`config.mk`:
```
export PLATFORM = sky130hd
export DESIGN_NAME = jtag_chain_probe_flat
export DESIGN_NICKNAME = d
export VERILOG_FILES = /design/src/hw/rtl/jcp_pkg.sv /design/src/hw/rtl/jcp_if.sv /design/src/hw/rtl/jtag_chain_probe.sv /design/src/flat_wrapper.sv
export SDC_FILE = /design/constraint.sdc
export NUM_CORES = 1
export LEC_CHECK = 0
export ABC_AREA = 1
export BUFFER_PORTS_ARGS = -buffer_cell sky130_fd_sc_hd__buf_2
export CAP_MARGIN = 20
export CORE_UTILIZATION = 32
export CTS_CLUSTER_SIZE = 25
export DETAILED_ROUTE_END_ITERATION = 10
export PLACE_DENSITY = 0.5
export SLEW_MARGIN = 10
export SYNTH_ARGS = -nofsm -noshare
export SYNTH_HDL_FRONTEND = slang
export SYNTH_SLANG_ARGS = --single-unit
```
`constraint.sdc`:
```
create_clock -name clk_i -period 7.7 [get_ports clk_i]
set_clock_uncertainty 0.05 [all_clocks]
set_input_delay 1.54 -clock clk_i [delete_from_list [all_inputs] [get_ports clk_i]]
set_output_delay 1.54 -clock clk_i [all_outputs]
set_load 0.02 [all_outputs]
```
`src/hw/rtl/jcp_pkg.sv`:
```
// Package: probe phase codes, fixed TMS walks and the IDCODE check.
`timescale 1ns / 1ps
package jcp_pkg;

  localparam int unsigned PhaseW = 4;

  localparam logic [PhaseW-1:0] PH_IDLE    = 4'd0;
  localparam logic [PhaseW-1:0] PH_D_WALK  = 4'd1;
  localparam logic [PhaseW-1:0] PH_D_FILL  = 4'd2;
  localparam logic [PhaseW-1:0] PH_D_TOSDR = 4'd3;
  localparam logic [PhaseW-1:0] PH_D_COUNT = 4'd4;
  localparam logic [PhaseW-1:0] PH_D_EXIT  = 4'd5;
  localparam logic [PhaseW-1:0] PH_B_WALK  = 4'd6;
  localparam logic [PhaseW-1:0] PH_B_FILL  = 4'd7;
  localparam logic [PhaseW-1:0] PH_B_TOSDR = 4'd8;
  localparam logic [PhaseW-1:0] PH_B_SHIFT = 4'd9;
  localparam logic [PhaseW-1:0] PH_B_EXIT  = 4'd10;
  localparam logic [PhaseW-1:0] PH_C_WALK  = 4'd11;
  localparam logic [PhaseW-1:0] PH_C_READ  = 4'd12;
  localparam logic [PhaseW-1:0] PH_C_EXIT  = 4'd13;

  localparam logic CMD_START = 1'b0;
  localparam logic CMD_TICK  = 1'b1;

  localparam logic [6:0] MfrCodeMax = 7'd126;
  localparam logic [3:0] BankMax    = 4'd8;

  typedef struct packed {
    logic [15:0] mask;
    logic [3:0]  len;
    logic        tdi;
  } walk_t;

  function automatic walk_t walk_of(logic [PhaseW-1:0] ph);
    walk_t w;
    w.mask = 16'h0000;
    w.len  = 4'd1;
    w.tdi  = 1'b0;
    unique case (ph)
      PH_D_WALK:  begin w.mask = 16'h00DF; w.len = 4'd10; end
      PH_D_TOSDR: begin w.mask = 16'h0007; w.len = 4'd5; w.tdi = 1'b1; end
      PH_D_EXIT:  begin w.mask = 16'h0003; w.len = 4'd3; end
      PH_B_WALK:  begin w.mask = 16'h00DF; w.len = 4'd10; end
      PH_B_TOSDR: begin w.mask = 16'h000B; w.len = 4'd6; w.tdi = 1'b1; end
      PH_B_EXIT:  begin w.mask = 16'h0001; w.len = 4'd2; end
      PH_C_WALK:  begin w.mask = 16'h005F; w.len = 4'd9; end
      PH_C_EXIT:  begin w.mask = 16'h001F; w.len = 4'd6; w.tdi = 1'b1; end
      default:    begin end
    endcase
    return w;
  endfunction

  function automatic logic id_valid(logic [31:0] id);
    logic [6:0] code;
    logic [3:0] bank;
    code = {1'b0, id[6:1]};
    bank = id[11:8];
    return (code > 7'd1) && (code <= MfrCodeMax) && (bank <= BankMax);
  endfunction

endpackage

```
`src/hw/rtl/jcp_if.sv`:
```
// Interfaces: input tick beat and result beat channels.
`timescale 1ns / 1ps
interface jcp_in_if;
  logic        valid;
  logic        ready;
  logic        cmd;
  logic [31:0] pattern;
  logic        tdo;

  modport source (output valid, output cmd, output pattern, output tdo, input ready);
  modport sink   (input valid, input cmd, input pattern, input tdo, output ready);
endinterface

interface jcp_out_if;
  logic        valid;
  logic        ready;
  logic        tms;
  logic        tdi;
  logic        busy_res;
  logic        id_ready;
  logic [31:0] id_value;
  logic        done_res;
  logic        found;
  logic [4:0]  device_count;

  modport source (output valid, output tms, output tdi, output busy_res, output id_ready,
                  output id_value, output done_res, output found, output device_count,
                  input ready);
  modport sink   (input valid, input tms, input tdi, input busy_res, input id_ready,
                  input id_value, input done_res, input found, input device_count,
                  output ready);
endinterface

```
`src/hw/rtl/jtag_chain_probe.sv`:
```
// Top level: JTAG chain detect, bypass check and IDCODE scan sequencer.
// The result beat of an accepted input beat is registered and offered in the cycle after it.
// Throughput: one beat per cycle while the sink takes results; the result register frees as the sink takes it.
// Each beat is one TCK period; the phase sequencer updates in the accepting cycle.
// Reset: asynchronous, active low; the sequencer returns to idle, no result held.
`timescale 1ns / 1ps
module jtag_chain_probe
  import jcp_pkg::*;
#(
  parameter int unsigned MAX_DEVICES        = 32,
  parameter int unsigned IR_BITS_PER_DEVICE = 32
) (
  input  logic       clk_i,
  input  logic       rst_ni,
  jcp_in_if.sink     in_i,
  jcp_out_if.source  out_o
);

  localparam int unsigned FillLen  = MAX_DEVICES * IR_BITS_PER_DEVICE;
  localparam int unsigned ReadLen  = (MAX_DEVICES - 2) * 32;
  localparam int unsigned ShiftLen = 32 + MAX_DEVICES;
  localparam int unsigned LenMax01 = (FillLen > ReadLen) ? FillLen : ReadLen;
  localparam int unsigned LenMax   = (LenMax01 > ShiftLen) ? LenMax01 : ShiftLen;
  localparam int unsigned CntW     = $clog2(LenMax);
  localparam int unsigned LenW     = CntW + 1;
  localparam int unsigned CcW      = $clog2(MAX_DEVICES);

  logic [PhaseW-1:0] phase_q, phase_d;
  logic [CntW-1:0]   tick_q, tick_d;
  logic [CcW-1:0]    cc_q, cc_d;
  logic [31:0]       test_q, test_d;
  logic [31:0]       shift_q, shift_d;
  logic              id_seen_q, id_seen_d;
  logic              first_ok_q, first_ok_d;

  logic              out_valid_q;
  logic              tms_q, tdi_q, busy_q, idr_q, done_q, fnd_q;
  logic [31:0]       idv_q;
  logic [4:0]        dc_q;

  logic              tms, tdi, busy, idr, done, fnd;
  logic [31:0]       idv;
  logic [4:0]        dc;

  logic              accept;
  logic [LenW-1:0]   len;
  logic [LenW-1:0]   t_next;
  logic [LenW-1:0]   ones;
  logic              ended;
  logic [PhaseW-1:0] nxt;
  walk_t             walk;

  assign in_i.ready = ~out_valid_q | out_o.ready;
  assign accept     = in_i.valid & in_i.ready;
  assign t_next     = LenW'(tick_q) + LenW'(1);
  assign ones       = LenW'(tick_q) + LenW'(in_i.tdo);
  assign walk       = walk_of(phase_q);

  always_comb begin
    phase_d    = phase_q;
    tick_d     = tick_q;
    cc_d       = cc_q;
    test_d     = test_q;
    shift_d    = shift_q;
    id_seen_d  = id_seen_q;
    first_ok_d = first_ok_q;
    tms  = 1'b0;
    tdi  = 1'b0;
    busy = 1'b0;
    idr  = 1'b0;
    idv  = '0;
    done = 1'b0;
    fnd  = 1'b0;
    dc   = '0;
    len  = LenW'(1);
    ended = 1'b0;
    nxt  = phase_q;

    if (in_i.cmd == CMD_START) begin
      phase_d    = PH_D_WALK;
      tick_d     = '0;
      cc_d       = '0;
      test_d     = in_i.pattern;
      shift_d    = '0;
      id_seen_d  = 1'b0;
      first_ok_d = 1'b0;
      busy       = 1'b1;
    end else if (phase_q != PH_IDLE) begin
      unique case (phase_q)
        PH_D_FILL: begin
          len = LenW'(FillLen);
          tdi = 1'b1;
        end
        PH_D_COUNT: begin
          len = LenW'(MAX_DEVICES - 1);
        end
        PH_B_FILL: begin
          len = LenW'(cc_q) * LenW'(IR_BITS_PER_DEVICE);
          tdi = 1'b1;
        end
        PH_B_SHIFT: begin
          len = LenW'(32) + LenW'(cc_q);
          tdi = (tick_q < CntW'(32)) ? test_q[tick_q[4:0]] : 1'b0;
          tms = (t_next >= len);
        end
        PH_C_READ: begin
          len = LenW'(cc_q) << 5;
          tdi = 1'b1;
        end
        default: begin
          len = LenW'(walk.len);
          tdi = walk.tdi;
          tms = (tick_q < CntW'(16)) ? walk.mask[tick_q[3:0]] : 1'b0;
        end
      endcase
      ended = (t_next >= len);

      case (phase_q)
        PH_D_COUNT: begin
          if (!in_i.tdo || ended) begin
            cc_d  = (ones < LenW'(MAX_DEVICES - 1)) ? CcW'(ones) : '0;
            ended = 1'b1;
          end
        end
        PH_B_SHIFT: begin
          shift_d = {in_i.tdo, shift_q[31:1]};
        end
        PH_C_READ: begin
          shift_d = {in_i.tdo, shift_q[31:1]};
          if (tick_q[4:0] == 5'd31) begin
            idr       = 1'b1;
            idv       = shift_d;
            id_seen_d = 1'b1;
            if (!id_seen_q) begin
              first_ok_d = id_valid(shift_d);
            end
          end
        end
        default: begin
        end
      endcase

      if (ended) begin
        unique case (phase_q)
          PH_D_EXIT: begin
            if (cc_d == '0) begin
              done = 1'b1;
              nxt  = PH_IDLE;
            end else begin
              nxt = PH_B_WALK;
            end
          end
          PH_B_EXIT: begin
            if (shift_d == test_q) begin
              nxt = PH_C_WALK;
            end else begin
              done = 1'b1;
              nxt  = PH_IDLE;
            end
          end
          PH_C_EXIT: begin
            done = 1'b1;
            fnd  = first_ok_d;
            nxt  = PH_IDLE;
          end
          default: begin
            nxt = phase_q + PhaseW'(1);
          end
        endcase
        if (nxt == PH_B_SHIFT || nxt == PH_C_READ) begin
          shift_d = '0;
        end
        phase_d = nxt;
        tick_d  = '0;
      end else begin
        tick_d = t_next[CntW-1:0];
      end
      if (done) begin
        dc = 5'(cc_d);
      end
      busy = (phase_d != PH_IDLE);
    end
  end

  always_ff @(posedge clk_i or negedge rst_ni) begin
    if (!rst_ni) begin
      phase_q    <= PH_IDLE;
      tick_q     <= '0;
      cc_q       <= '0;
      test_q     <= '0;
      shift_q    <= '0;
      id_seen_q  <= 1'b0;
      first_ok_q <= 1'b0;
    end else if (accept) begin
      phase_q    <= phase_d;
      tick_q     <= tick_d;
      cc_q       <= cc_d;
      test_q     <= test_d;
      shift_q    <= shift_d;
      id_seen_q  <= id_seen_d;
      first_ok_q <= first_ok_d;
    end
  end

  always_ff @(posedge clk_i or negedge rst_ni) begin
    if (!rst_ni) begin
      out_valid_q <= 1'b0;
    end else if (in_i.ready) begin
      out_valid_q <= in_i.valid;
    end
  end

  always_ff @(posedge clk_i) begin
    if (accept) begin
      tms_q  <= tms;
      tdi_q  <= tdi;
      busy_q <= busy;
      idr_q  <= idr;
      idv_q  <= idv;
      done_q <= done;
      fnd_q  <= fnd;
      dc_q   <= dc;
    end
  end

  assign out_o.valid        = out_valid_q;
  assign out_o.tms          = tms_q;
  assign out_o.tdi          = tdi_q;
  assign out_o.busy_res     = busy_q;
  assign out_o.id_ready     = idr_q;
  assign out_o.id_value     = idv_q;
  assign out_o.done_res     = done_q;
  assign out_o.found        = fnd_q;
  assign out_o.device_count = dc_q;

endmodule

```
`src/flat_wrapper.sv`:
```
// flat-port wrapper written by rule: the top's interface ports become plain ports
module jtag_chain_probe_flat import jcp_pkg::*;
#(
  parameter int unsigned MAX_DEVICES        = 32,
  parameter int unsigned IR_BITS_PER_DEVICE = 32
)
  (clk_i, rst_ni, in_i_valid, in_i_cmd, in_i_pattern, in_i_tdo, in_i_ready, out_o_valid, out_o_tms, out_o_tdi, out_o_busy_res, out_o_id_ready, out_o_id_value, out_o_done_res, out_o_found, out_o_device_count, out_o_ready);
  jcp_in_if in_i_i ();
  jcp_out_if out_o_i ();
  input  logic clk_i;
  input  logic rst_ni;
  input wire logic [$bits(in_i_i.valid)-1:0] in_i_valid;
  input wire logic [$bits(in_i_i.cmd)-1:0] in_i_cmd;
  input wire logic [$bits(in_i_i.pattern)-1:0] in_i_pattern;
  input wire logic [$bits(in_i_i.tdo)-1:0] in_i_tdo;
  output wire logic [$bits(in_i_i.ready)-1:0] in_i_ready;
  output wire logic [$bits(out_o_i.valid)-1:0] out_o_valid;
  output wire logic [$bits(out_o_i.tms)-1:0] out_o_tms;
  output wire logic [$bits(out_o_i.tdi)-1:0] out_o_tdi;
  output wire logic [$bits(out_o_i.busy_res)-1:0] out_o_busy_res;
  output wire logic [$bits(out_o_i.id_ready)-1:0] out_o_id_ready;
  output wire logic [$bits(out_o_i.id_value)-1:0] out_o_id_value;
  output wire logic [$bits(out_o_i.done_res)-1:0] out_o_done_res;
  output wire logic [$bits(out_o_i.found)-1:0] out_o_found;
  output wire logic [$bits(out_o_i.device_count)-1:0] out_o_device_count;
  input wire logic [$bits(out_o_i.ready)-1:0] out_o_ready;
  assign in_i_i.valid = in_i_valid;
  assign in_i_i.cmd = in_i_cmd;
  assign in_i_i.pattern = in_i_pattern;
  assign in_i_i.tdo = in_i_tdo;
  assign in_i_ready = in_i_i.ready;
  assign out_o_valid = out_o_i.valid;
  assign out_o_tms = out_o_i.tms;
  assign out_o_tdi = out_o_i.tdi;
  assign out_o_busy_res = out_o_i.busy_res;
  assign out_o_id_ready = out_o_i.id_ready;
  assign out_o_id_value = out_o_i.id_value;
  assign out_o_done_res = out_o_i.done_res;
  assign out_o_found = out_o_i.found;
  assign out_o_device_count = out_o_i.device_count;
  assign out_o_i.ready = out_o_ready;
  jtag_chain_probe #(.MAX_DEVICES(MAX_DEVICES), .IR_BITS_PER_DEVICE(IR_BITS_PER_DEVICE)) u_core (.clk_i(clk_i), .rst_ni(rst_ni), .in_i(in_i_i), .out_o(out_o_i));
endmodule
```
-- Word-level counts from Yosys, hierarchy flattened
Cells that the tools add are included.
- register bits after elaboration: 129
- input port bits: 38
- logic and storage cells: 138
- add/sub/neg operators: 4
- $lt $le $gt $ge: 10
- equal/unequal tests: 20
- mux-type cells: 62
- bitwise logic cells: 4
- reductions and logical operators: 22
- operators with widths (kind ; count):
    two-way mux 32 bit ; 7
    case mux 12 bit (7 select lines) ; 1
    case mux 11 bit (4 select lines) ; 1
    two-way mux 4 bit ; 9
    two-way mux 5 bit ; 7
    == test 32 bit ; 1
    == test 4 bit, second input constant ; 8
    two-way mux 10 bit ; 3
    two-way mux 1 bit ; 25
    greater-or-equal comparator 11 bit ; 2
    two-way mux 11 bit ; 2
    == test 4 x 3 -> 1 bit, second input constant ; 4
    case mux 4 bit (3 select lines) ; 1
    AND reduction 4 bit ; 3
    adder 10 x 1 -> 11 bit ; 1
    adder 10 x 1 -> 11 bit, second input constant ; 1
    less-than comparator 11 x 5 -> 1 bit, second input constant ; 1
    less-than comparator 10 x 5 -> 1 bit, second input constant ; 1
    less-than comparator 10 x 6 -> 1 bit, second input constant ; 1
    == test 4 x 2 -> 1 bit, second input constant ; 2
    nonzero test 4 bit ; 2
    adder 6 x 5 -> 7 bit, first input constant ; 1
    less-or-equal comparator 6 x 7 -> 1 bit, second input constant ; 1
    greater-than comparator 6 x 1 -> 1 bit, second input constant ; 1
    other kinds (24) ; 36

-- Logic depth before layout (Yosys ltp)
Gate-level depths: netlist (run 1).
- depth after elaboration: 24
- depth in mapped cells: 30
- gate-level depth less buffers: 29

-- Worst setup path before layout (run 1)
OpenSTA, ideal clock, no wires.
- kind: input -> register
- start point: in out_o_ready
- end point: reg u_core.cc_q[0]
- data arrival time: 3.841 ns
- data required time: 7.509 ns
- setup slack: 3.668 ns
- stages on the path: 8
- buffers on the path: 1
- cell sequence: inv_1 -> nand2_1 -> nand2_1 -> inv_1 -> o21ai_1 -> inv_1 -> clkbuf_1 -> o22ai_1
- word-level cells in the longest chain between the ends: 3
- RTL lines (element ; RTL line ; source):
    start: declaration ; flat_wrapper.sv:26 ; input wire logic [$bits(out_o_i.ready)-1:0] out_o_ready;
    OR 1 bit ; jtag_chain_probe.sv:53 ; assign in_i.ready = ~out_valid_q | out_o.ready;
    via in_i_ready ; flat_wrapper.sv:16 ; output wire logic [$bits(in_i_i.ready)-1:0] in_i_ready;
    AND 1 bit ; jtag_chain_probe.sv:54 ; assign accept = in_i.valid & in_i.ready;
    via u_core.accept ; jtag_chain_probe.sv:45 ; logic accept;
    AND reduction 2 bit (no line) ; - ;
    end signal: assignment ; jtag_chain_probe.sv:189 ; cc_q <= '0;
    end signal: assignment ; jtag_chain_probe.sv:197 ; cc_q <= cc_d;
    end: declaration ; jtag_chain_probe.sv:30 ; logic [CcW-1:0] cc_q, cc_d;
The timed path passes the listed nets, and every way through them passes these cells.
A chain may end at the register's enable or synchronous reset.

-- Final worst setup path (run 1)
- start point: reg u_core.tick_q[0]
- end point: reg u_core.shift_q[20]
- word-level cells in the longest chain between the ends: 19
- elaborated cells between the ends (all ways): 27
- those cells by class: 2 x add/sub; 2 x order compare; 2 x eq/ne; 18 x mux; 3 x reduce/logical
- RTL lines (element ; RTL line ; source):
    start: declaration ; jtag_chain_probe.sv:29 ; logic [CntW-1:0] tick_q, tick_d;
    start signal: assignment ; jtag_chain_probe.sv:196 ; tick_q <= tick_d;
    adder 10 x 1 -> 11 bit, on equally long branches ; jtag_chain_probe.sv:56, jtag_chain_probe.sv:55 ;
    less-than comparator 11 x 5 -> 1 bit or greater-or-equal comparator 11 bit (tied branches) ; jtag_chain_probe.sv:121, jtag_chain_probe.sv:116 ;
    two-way mux 5 bit or logical OR 1 bit (tied branches) ; jtag_chain_probe.sv:121, jtag_chain_probe.sv:120 ;
    two-way mux 5 bit ; jtag_chain_probe.sv:120 ; if (!in_i.tdo || ended) begin
    two-way mux 5 bit ; jtag_chain_probe.sv:118 ; case (phase_q)
    two-way mux 5 bit ; jtag_chain_probe.sv:88 ; end else if (phase_q != PH_IDLE) begin
    two-way mux 5 bit ; jtag_chain_probe.sv:79 ; if (in_i.cmd == CMD_START) begin
    zero test 5 bit ; jtag_chain_probe.sv:146 ; if (cc_d == '0) begin
    [... 3 more ...] ; - ;
    two-way mux 4 bit ; jtag_chain_probe.sv:88 ;
    two-way mux 4 bit ; jtag_chain_probe.sv:79 ;
    == test 4 bit ; jtag_chain_probe.sv:170 ; if (nxt == PH_B_SHIFT || nxt == PH_C_READ) begin
    logical OR 1 bit ; jtag_chain_probe.sv:170 ;
    two-way mux 32 bit ; jtag_chain_probe.sv:170 ;
    two-way mux 32 bit * ; jtag_chain_probe.sv:143 ; if (ended) begin
    two-way mux 32 bit * ; jtag_chain_probe.sv:88 ;
    two-way mux 32 bit * ; jtag_chain_probe.sv:79 ;
    end signal: assignment ; jtag_chain_probe.sv:199 ; shift_q <= shift_d;
    end: declaration ; jtag_chain_probe.sv:32 ; logic [31:0] shift_q, shift_d;
Every way passes the cells marked *; elsewhere a longest branch is shown, timed or not. The select of a mux whose other input is x is not followed.

==> results of run 1 <==
-- metal layers --
metal  vias up  track usage, %
li1       3670               -
met1      3417            25.8
met2       196            30.6
met3        29            3.21
met4         0            6.56
met5         -               0
-- power by group --
part / internal (W) / switching (W) / total (W)
clock network: 0.000470 / 0.000316 / 0.000786
registers: 0.000802 / 0.0000892 / 0.000891
logic: 0.000277 / 0.000572 / 0.000849
total: 0.00155 / 0.000977 / 0.00253
-- metrics by stage --
step | hold slack [ps] | worst slack, ps
2_1_floorplan | 390 | 3670
3_3_place_gp | 411 | 2330
3_5_place_dp | 415 | 2220
4_1_cts | 431 | 2190
5_1_grt | 447 | 1630
6_report | 427 | 2230
-- cell type report --
cell class              count  area share, %
repair buffers             90           5.40
multi-input cells         783           40.1
flip-flops and latches    129           37.7
well taps                 324           4.44
clock inverters             8          0.891
clock buffers              24           5.28
inverters                 149           6.15
-- synth_stat cells --
cell type,number
a21oi_1,42
a221oi_1,1
a22oi_1,2
a22oi_2,1
a31oi_1,1
buf_2,8
buf_4,1
buf_6,7
clkbuf_1,25
clkinv_1,2
dfrtp_1,86
edfxtp_1,43
ha_1,24
inv_1,142
inv_2,4
inv_4,1
nand2_1,380
nand2_2,1
nand3_1,108
nand3_2,2
nand3_4,2
nand3b_1,3
nand4_1,7
nor2_1,102
nor2_2,1
nor2_4,1
nor3_1,7
nor4_1,2
o2111ai_1,1
o211ai_1,4
o21ai_0,63
o21ai_1,1
o21bai_1,1
o221ai_1,2
o22ai_1,15
o31ai_1,1
o32ai_1,1
xnor2_1,1
xor2_1,6
-- worst reg2reg max path: cells and delay by family (launching register included) --
kind | cells | cell delay, ps
simple gates | 18 | 2840
buf+inv | 3 | 960
flops | 1 | 780
fa+ha+maj | 1 | 290
xor+xnor | 1 | 230
compound gates | 1 | 190
-- path summary, 6_finish.rpt --
path,slack (ps),depth (start not counted),startpoint,end
max in group asynchronous,5750,3,rst_ni,u_core.shift_q[30]$_DFFE_PN0P_
setup reg to reg,2230,24,u_core.tick_q[0]$_DFFE_PN0P_,u_core.shift_q[20]$_DFFE_PN0P_
hold reg to reg,430,2,u_core.shift_q[15]$_DFFE_PN0P_,u_core.shift_q[15]$_DFFE_PN0P_
min in group asynchronous,910,1,rst_ni,u_core.test_q[21]$_DFFE_PN0P_
setup / recovery,2230,24,u_core.tick_q[0]$_DFFE_PN0P_,u_core.shift_q[20]$_DFFE_PN0P_
hold / removal,430,2,u_core.shift_q[15]$_DFFE_PN0P_,u_core.shift_q[15]$_DFFE_PN0P_
-- kinds of logic (layout without fill, tap and decap cells) --
group	after synthesis	in the layout	share of synthesized area (%)
buf+inv	190	271	9.93
compound gates	136	136	9.48
xor+xnor	7	7	0.778
fa+ha+maj	24	24	3.81
flops	129	129	43.7
simple gates	616	616	32.3
-- cells in the final DEF (no fill, tap or decap), types with 2 or more instances in the layout --
master	n
clkinv_2	2
nor2_4	2
dfrtp_1	86
nor3_1	7
nand4_1	7
o211ai_1	4
clkinv_1	2
clkinvlp_4	2
nor4_1	2
nand2_1	380
nand3_1	108
buf_4	8
o22ai_1	15
inv_1	140
clkbuf_16	17
xor2_1	6
a21oi_1	42
inv_2	6
clkinv_4	3
nand3_4	2
ha_1	24
nor2_1	101
edfxtp_1	43
buf_2	81
clkbuf_1	4
o221ai_1	2
nand3_2	2
o21ai_0	63
nand3b_1	3
a22oi_1	2
clkbuf_8	3
-- registers in the layout (all words and copies together), names as in the netlist --
register	cells
u_core.out_o.done_res	1
u_core.tick_q	10
u_core.test_q	32
u_core.shift_q	32
u_core.out_o.tms	1
u_core.out_o.id_value	32
u_core.out_o.busy_res	1
u_core.out_o.device_count	5
u_core.first_ok_q	1
u_core.out_o.valid	1
u_core.phase_q	4
u_core.id_seen_q	1
u_core.out_o.tdi	1
u_core.cc_q	5
u_core.out_o.found	1
u_core.out_o.id_ready	1
==> impl_metrics.ini, run 1 <==
[die]
die_x_um = 159
rows = 57
chipHeight_um = 159
dieArea_um2 = 25200
start_util_pct = 32.5
io_pins = 83
coreArea_um2 = 24200

[sta]
tightest_slew_ps = 879
hold_viol_final = 0
rsz0062_at_grt = false
max_slew_margin_pct = 41.3
report.final.slew_viol_count = 0
fin_crit_ps = 5470
setup-tns-final_ps = 0
fmax_mhz = 183
setup_violations = 0
fin_crit_sh_pct = 71.0

[detailed_routing]
via_count = 7312
routed.top_layer = met4
routed_via_density = 4.85
wl_met1_um = 11200
drc_errors = 0
drt-initial-drc-count = 626
drtAntennaViolNets = 0
drt_pass1_iterations = 5
wirelength_um = 23400
wire_per_inst_um = 15.5
wl_met2_um = 10700
met3_length_um = 1010

[grt]
grt_pass1_vias = 7048
antenna_found_initial = 0
track_usage_pct = 19.1
grt_max_degree = 76
grt_pass1_wl_um = 37700
gr-total-overflow = 0

[logic_synthesis]
synth_warnings = 0
mappedNetlistNets = 1164
synth.avg_cell_area_um2 = 7.15
synth_top_cell_area_share_pct = 27.3
ys_seq_area_share_pct = 43.7
syn_area_um2 = 7880
ys_types = 39
yosys_register_bits = 129
synth_top_area_cell = dfrtp_1
ys_top_cells_by_area = dfrtp_1, nand2_1, edfxtp_1
syn_inst = 1102

[worst_hold_path]
hp-class = reg2reg

[setup_path]
cp-start-kind = register
cp_slowest_cell = clkinv_1
cpPeakStageDelay_ps = 850
worstPathRequired_ps = 7960
critical_path.top_delay_family = simple AND/OR/NAND/NOR gates
cp_common_cell = nand2_1
criticalPathCategory = reg2reg
critPathBufInv = 3
cp.arrival_ps = 5730
cp_max_fo = 32
crit_path_end_kind = register
path_cells = clkinv_1 > nor2_1 > nand2_1 > nor2_1 > nand2_1 > xor2_1 > inv_1 > ha_1 > nand2_1 > inv_1 > nand2_1 > nand2_1 > nor2_1 > nand3_2 > nand2_2 > nor2_1 > a22oi_2 > nand3_1 > nand2_1 > nand2_1 > nor2_4 > nand3_4 > nand2_1 > nand2_1

[placement]
port-buffer-count = 82
place_inst = 1474
gp_congestion = 0.854
dp_hpwl_um = 15700
placed_area_um2 = 8540

[job]
drv_cap = 0

[cells_and_area]
area_growth_pct = 15.9
fill_cells = 2662
drive_gt1_share_pct = 11.4
seqCellArea_um2 = 3440
final_util_pct = 37.6
nNetsFinal = 1232
layout.cells.non_filler = 1507
multiInputGateArea_um2 = 3660
n_antenna_cell = 0
stdcell_area_um2 = 9130

[clock_tree]
clk_latency_ps = 430
cts_root_buf = clkbuf_16
cts_resized = 0
cts_max_path_buffers = 2
cts.clk_slew.worst_paths_ps = 60
holdBufCountCts = 0
cts_inserted_buffers = 17
cts_tree = yes
clkSinkCount = 129
cts_setup_buffers = 0
htreeDepth = 4

[power_and_ir_drop]
p_leak_nw = 4.45
power_density_nw_per_um2 = 277
vdd_drop_max_v = 0.000132
finalPower_w = 0.00253

[run_status]
status = finished, final reports clean
Power figures use the tool's default switching activity.
==> run 2: changes to the inputs <==
Settings changed: PLACE_DENSITY 0.5 to 0.51.
Clock period 7.7 ns to 4.8 ns, I/O delays scaled along.
==> run 2 against run 1 <==
  * Die area unchanged
  * Core utilization up 0.28 points
  * Hold slack got worse by 1.4 ps
  * Sequential power rose by 57%
  * Non-clock buffer count rose by 8
  * Clock-buffer cell count decreased by 7
  * Critical path depth up 2
  * Total power rose by 60%
  * Global-route usage up 0.26 points
  * Largest cell class unchanged
  * Highest routed layer unchanged
==> impl_metrics.ini, run 2 (synthesis results as in run 1) <==
[run_status]
status = finished, final reports clean

[placement]
gp_congestion = 0.867
port-buffer-count = 82
placed_area_um2 = 8590
dp_hpwl_um = 16100

[die]
chipHeight_um = 159
dieArea_um2 = 25200
coreArea_um2 = 24200
rows = 57
die_x_um = 159
io_pins = 83
start_util_pct = 32.5

[setup_path]
r2r_cells = 26
cp_max_fo = 16
worstPathRequired_ps = 5120
ff2ff_setup_slack_ps = 460
r2r_start = u_core.phase_q[0]$_DFFE_PN0P_
criticalPathCategory = reg2reg
startpoint = u_core.phase_q[0]$_DFFE_PN0P_
timing.rr.end = u_core.shift_q[14]$_DFFE_PN0P_
crit_path_end_kind = register
cp-start-kind = register
cp.arrival_ps = 4650

[worst_hold_path]
whs_path_depth = 2
hp-start = u_core.shift_q[28]$_DFFE_PN0P_
hold_path_end = u_core.shift_q[28]$_DFFE_PN0P_
hp-class = reg2reg

[sta]
fin_crit_sh_pct = 90.4
tightest_slew_ps = 913
fin_crit_ps = 4340
report.final.slew_viol_count = 0
timing.hold.ws_ps = 426
fmax_mhz = 231
hold_viol_final = 0
setup_violations = 0
max_slew_margin_pct = 39.0

[cells_and_area]
final_util_pct = 37.9
nNetsFinal = 1241
stdcell_area_um2 = 9200
final_common_cell = nand2_1
drive_gt1_share_pct = 12.2
area_growth_pct = 16.8
final_cell_mix = nand2_1, inv_1, nand3_1
n_antenna_cell = 0

[clock_tree]
holdBufCountCts = 0
cts_max_path_buffers = 2
cts_tree = yes
cts.clk_slew.worst_paths_ps = 60
cts_root_buf = clkbuf_16
htreeDepth = 4
clk_latency_ps = 430
clkSinkCount = 129
cts_inserted_buffers = 17

[detailed_routing]
drc_errors = 0
drt_pass1_iterations = 5
drt-initial-drc-count = 530
via_count = 7296
routed_via_density = 4.82
drtAntennaViolNets = 0
wirelength_um = 24100
wire_per_inst_um = 15.9

[power_and_ir_drop]
p_leak_nw = 4.49
vdd_drop_max_v = 0.000209
power_density_nw_per_um2 = 440

[grt]
gr-total-overflow = 0
grt_pass1_wl_um = 38100
track_usage_pct = 19.3
grt_pass1_vias = 7207
grt_max_degree = 51
antenna_found_initial = 0

[job]
drv_cap = 0
## run 2: layer usage
metal  track usage, %  routed length, um
met1             25.9              11400
met2             31.3              11100
met3             3.47               1100
met4             6.56                511
met5                0                  0
## run 2: how the worst max path moves through the flow
stage / to / slack [ps] / cells past startpoint
floorplan: u_core.shift_q[13]$_DFFE_PN0P_ / 770 / 27
global placement: u_core.shift_q[26]$_DFFE_PN0P_ / 480 / 28
detailed placement: u_core.shift_q[10]$_DFFE_PN0P_ / 390 / 26
CTS: u_core.shift_q[29]$_DFFE_PN0P_ / 380 / 26
global route: u_core.shift_q[15]$_DFFE_PN0P_ / -10 / 28
finish: u_core.shift_q[14]$_DFFE_PN0P_ / 460 / 26
## run 2: power by group
group	switching, W	internal, W
Clock	0.000515	0.000705
Sequential	0.000111	0.00129
Combinational	0.000961	0.000463
Total	0.00159	0.00246
## run 2: metrics by stage
step	total power (W)	worst slack [ps]	setup TNS, ps	instances
global placement	0.00282	482	0	1481
detailed placement	0.00283	385	0	1481
CTS	0.00406	376	0	1512
finish	0.00404	463	0	1515
global route	0.00434	-11.5	-32.4	1515
floorplan	0.00243	770	0	1102
## run 2: critical path, cell delays in order, from the launching register on
cell	delay [ps]
dfrtp_1	390
inv_1	120
ha_1	260
nand3_1	100
o21ai_0	90
buf_4	160
a21oi_1	160
nand3_1	150
inv_1	150
nand2_1	60
o32ai_1	210
inv_1	70
ha_1	260
nor2_1	100
o21ai_0	80
nand2_1	80
nand3_2	140
nand2_2	210
nor2_1	80
a22oi_2	190
nand3_1	120
nand2_1	120
nand4_1	390
nand3_4	200
buf_12	190
nand2_1	60
nand2_1	70
## run 2: cell type report
| cell class | instances | area (um^2) |
|---|---|---|
| fillers | 2647 | 15100 |
| multi-input cells | 784 | 3680 |
| flip-flops and latches | 129 | 3440 |
| inverters | 149 | 562 |
| repair buffers | 98 | 558 |
| clock buffers | 17 | 425 |
| well taps | 324 | 405 |
| clock inverters | 14 | 118 |
## run 2: what timing repair did
item,CTS,global route
endpoints found under the setup margin,0,32
buffers inserted,0,2
gates resized for setup,0,2
==> run 3: changes to the inputs <==
Settings changed: CTS_CLUSTER_SIZE 25 to unset, REMOVE_ABC_BUFFERS set to 1.
==> run 3 against run 2 <==
  * Sequential cell count did not move
  * Combinational power barely moved
  * Core utilization barely moved
  * Critical endpoint is now u_core.shift_q[13]$_DFFE_PN0P_
  * Highest routed layer unchanged
==> impl_metrics.ini, run 3 (synthesis results as in run 1) <==
[run_status]
status = finished, final reports clean

[sta]
hold_viol_final = 0
rsz0062_at_grt = false
report.final.slew_viol_count = 0
fin_crit_sh_pct = 90.7
setup-tns-final_ps = 0
max_slew_margin_pct = 39.0
tightest_slew_ps = 913
setup_violations = 0
timing.hold.ws_ps = 428
fin_crit_ps = 4350
fin_ws_ps = 448
fmax_mhz = 230

[worst_hold_path]
hp-class = reg2reg

[cells_and_area]
seqCellArea_um2 = 3440
n_antenna_cell = 0
fill_cells = 2608
final_cell_mix = nand2_1, inv_1, nand3_1
area_growth_pct = 16.7
multiInputGateArea_um2 = 3680
final_common_cell = nand2_1
nNetsFinal = 1241
drive_gt1_share_pct = 11.9
final_util_pct = 37.9

[clock_tree]
cts_inserted_buffers = 17
htreeDepth = 4
cts_max_path_buffers = 2
cts.clk_slew.worst_paths_ps = 70
holdBufCountCts = 0
clk_latency_ps = 430
clkSinkCount = 129
cts_root_buf = clkbuf_16
cts_setup_buffers = 0
cts_tree = yes
cts_resized = 0

[detailed_routing]
via_count = 7314
routed_via_density = 4.82
wire_per_inst_um = 15.7
drc_errors = 0
drtAntennaViolNets = 0
drt_pass1_iterations = 5
wirelength_um = 23800
drt-initial-drc-count = 517

[setup_path]
crit_path_end_kind = register
cp-start-kind = register
worstPathRequired_ps = 5060
criticalPathCategory = reg2reg
cp_slowest_cell = dfrtp_1
cp.arrival_ps = 4610
cpPeakStageDelay_ps = 410
cp_max_fo = 16
cp_common_cell = nand2_1

[placement]
port-buffer-count = 82
pre_cts_ws_ps = 396
dp_hpwl_um = 16000
gp_congestion = 0.859

[grt]
grt_pass1_wl_um = 38100
antenna_found_initial = 0
grt_pass1_vias = 6982
gr-total-overflow = 0
track_usage_pct = 19.2
grt_max_degree = 50

[die]
io_pins = 83
coreArea_um2 = 24200
start_util_pct = 32.5
dieArea_um2 = 25200
rows = 57
chipHeight_um = 159
die_x_um = 159

[power_and_ir_drop]
finalPower_w = 0.00412
vdd_drop_max_v = 0.000173
power_density_nw_per_um2 = 449
p_leak_nw = 4.49

[job]
drv_cap = 0
-- run 3: cell count changes in the layout (fill, tap and decap cells not counted), sizes merged --
cell      change
clkbuf        +8
clkinv        -4
clkinvlp      -2
inv           -2
bufinv        +1
-- run 3: cell type report --
| class | count | share of cell area, % |
|---|---|---|
| Multi-Input combinational cell | 784 | 40.1 |
| Inverter | 149 | 6.11 |
| Tap cell | 324 | 4.41 |
| Timing Repair Buffer | 98 | 5.80 |
| Sequential cell | 129 | 37.5 |
| Clock inverter | 7 | 0.939 |
| Clock buffer | 25 | 5.17 |
-- run 3: where the power goes --
group / leakage (nW) / internal, W / switching, W
registers: 1.56 / 0.00129 / 0.000113
clock network: 0.273 / 0.000789 / 0.000503
logic: 2.66 / 0.000464 / 0.000965
total: 4.49 / 0.00254 / 0.00158
-- run 3: routing by layer --
layer / part of all wire (%) / global-route usage [%]
met5: 0 / 0
met4: 1.6 / 4.76
met3: 5.0 / 3.24
met2: 46 / 30.8
met1: 48 / 26.9
-- run 3: worst paths after layout --
check	from	end	slack [ps]	cells after the start
max	u_core.phase_q[0]$_DFFE_PN0P_	u_core.shift_q[13]$_DFFE_PN0P_	450	28
min	u_core.shift_q[16]$_DFFE_PN0P_	u_core.shift_q[16]$_DFFE_PN0P_	430	2
max reg2reg	u_core.phase_q[0]$_DFFE_PN0P_	u_core.shift_q[13]$_DFFE_PN0P_	450	28
min reg2reg	u_core.shift_q[16]$_DFFE_PN0P_	u_core.shift_q[16]$_DFFE_PN0P_	430	2
max in group asynchronous	rst_ni	u_core.test_q[16]$_DFFE_PN0P_	3610	2
min in group asynchronous	rst_ni	u_core.cc_q[1]$_DFFE_PN0P_	550	2
-- run 3: per-stage QoR --
step,cells,area [um^2]
after floorplan,1061,7660
final,1516,9190
after global placement,1483,8610
after CTS,1515,9170
after detailed placement,1483,8610
after global routing,1516,9190
-- run 3: critical path, delay by kind of cell, from the launching register on --
family | cells | cell delay [ps]
fa+ha+maj | 2 | 510
compound gates | 2 | 300
simple gates | 19 | 2460
buf+inv | 5 | 490
flops | 1 | 410
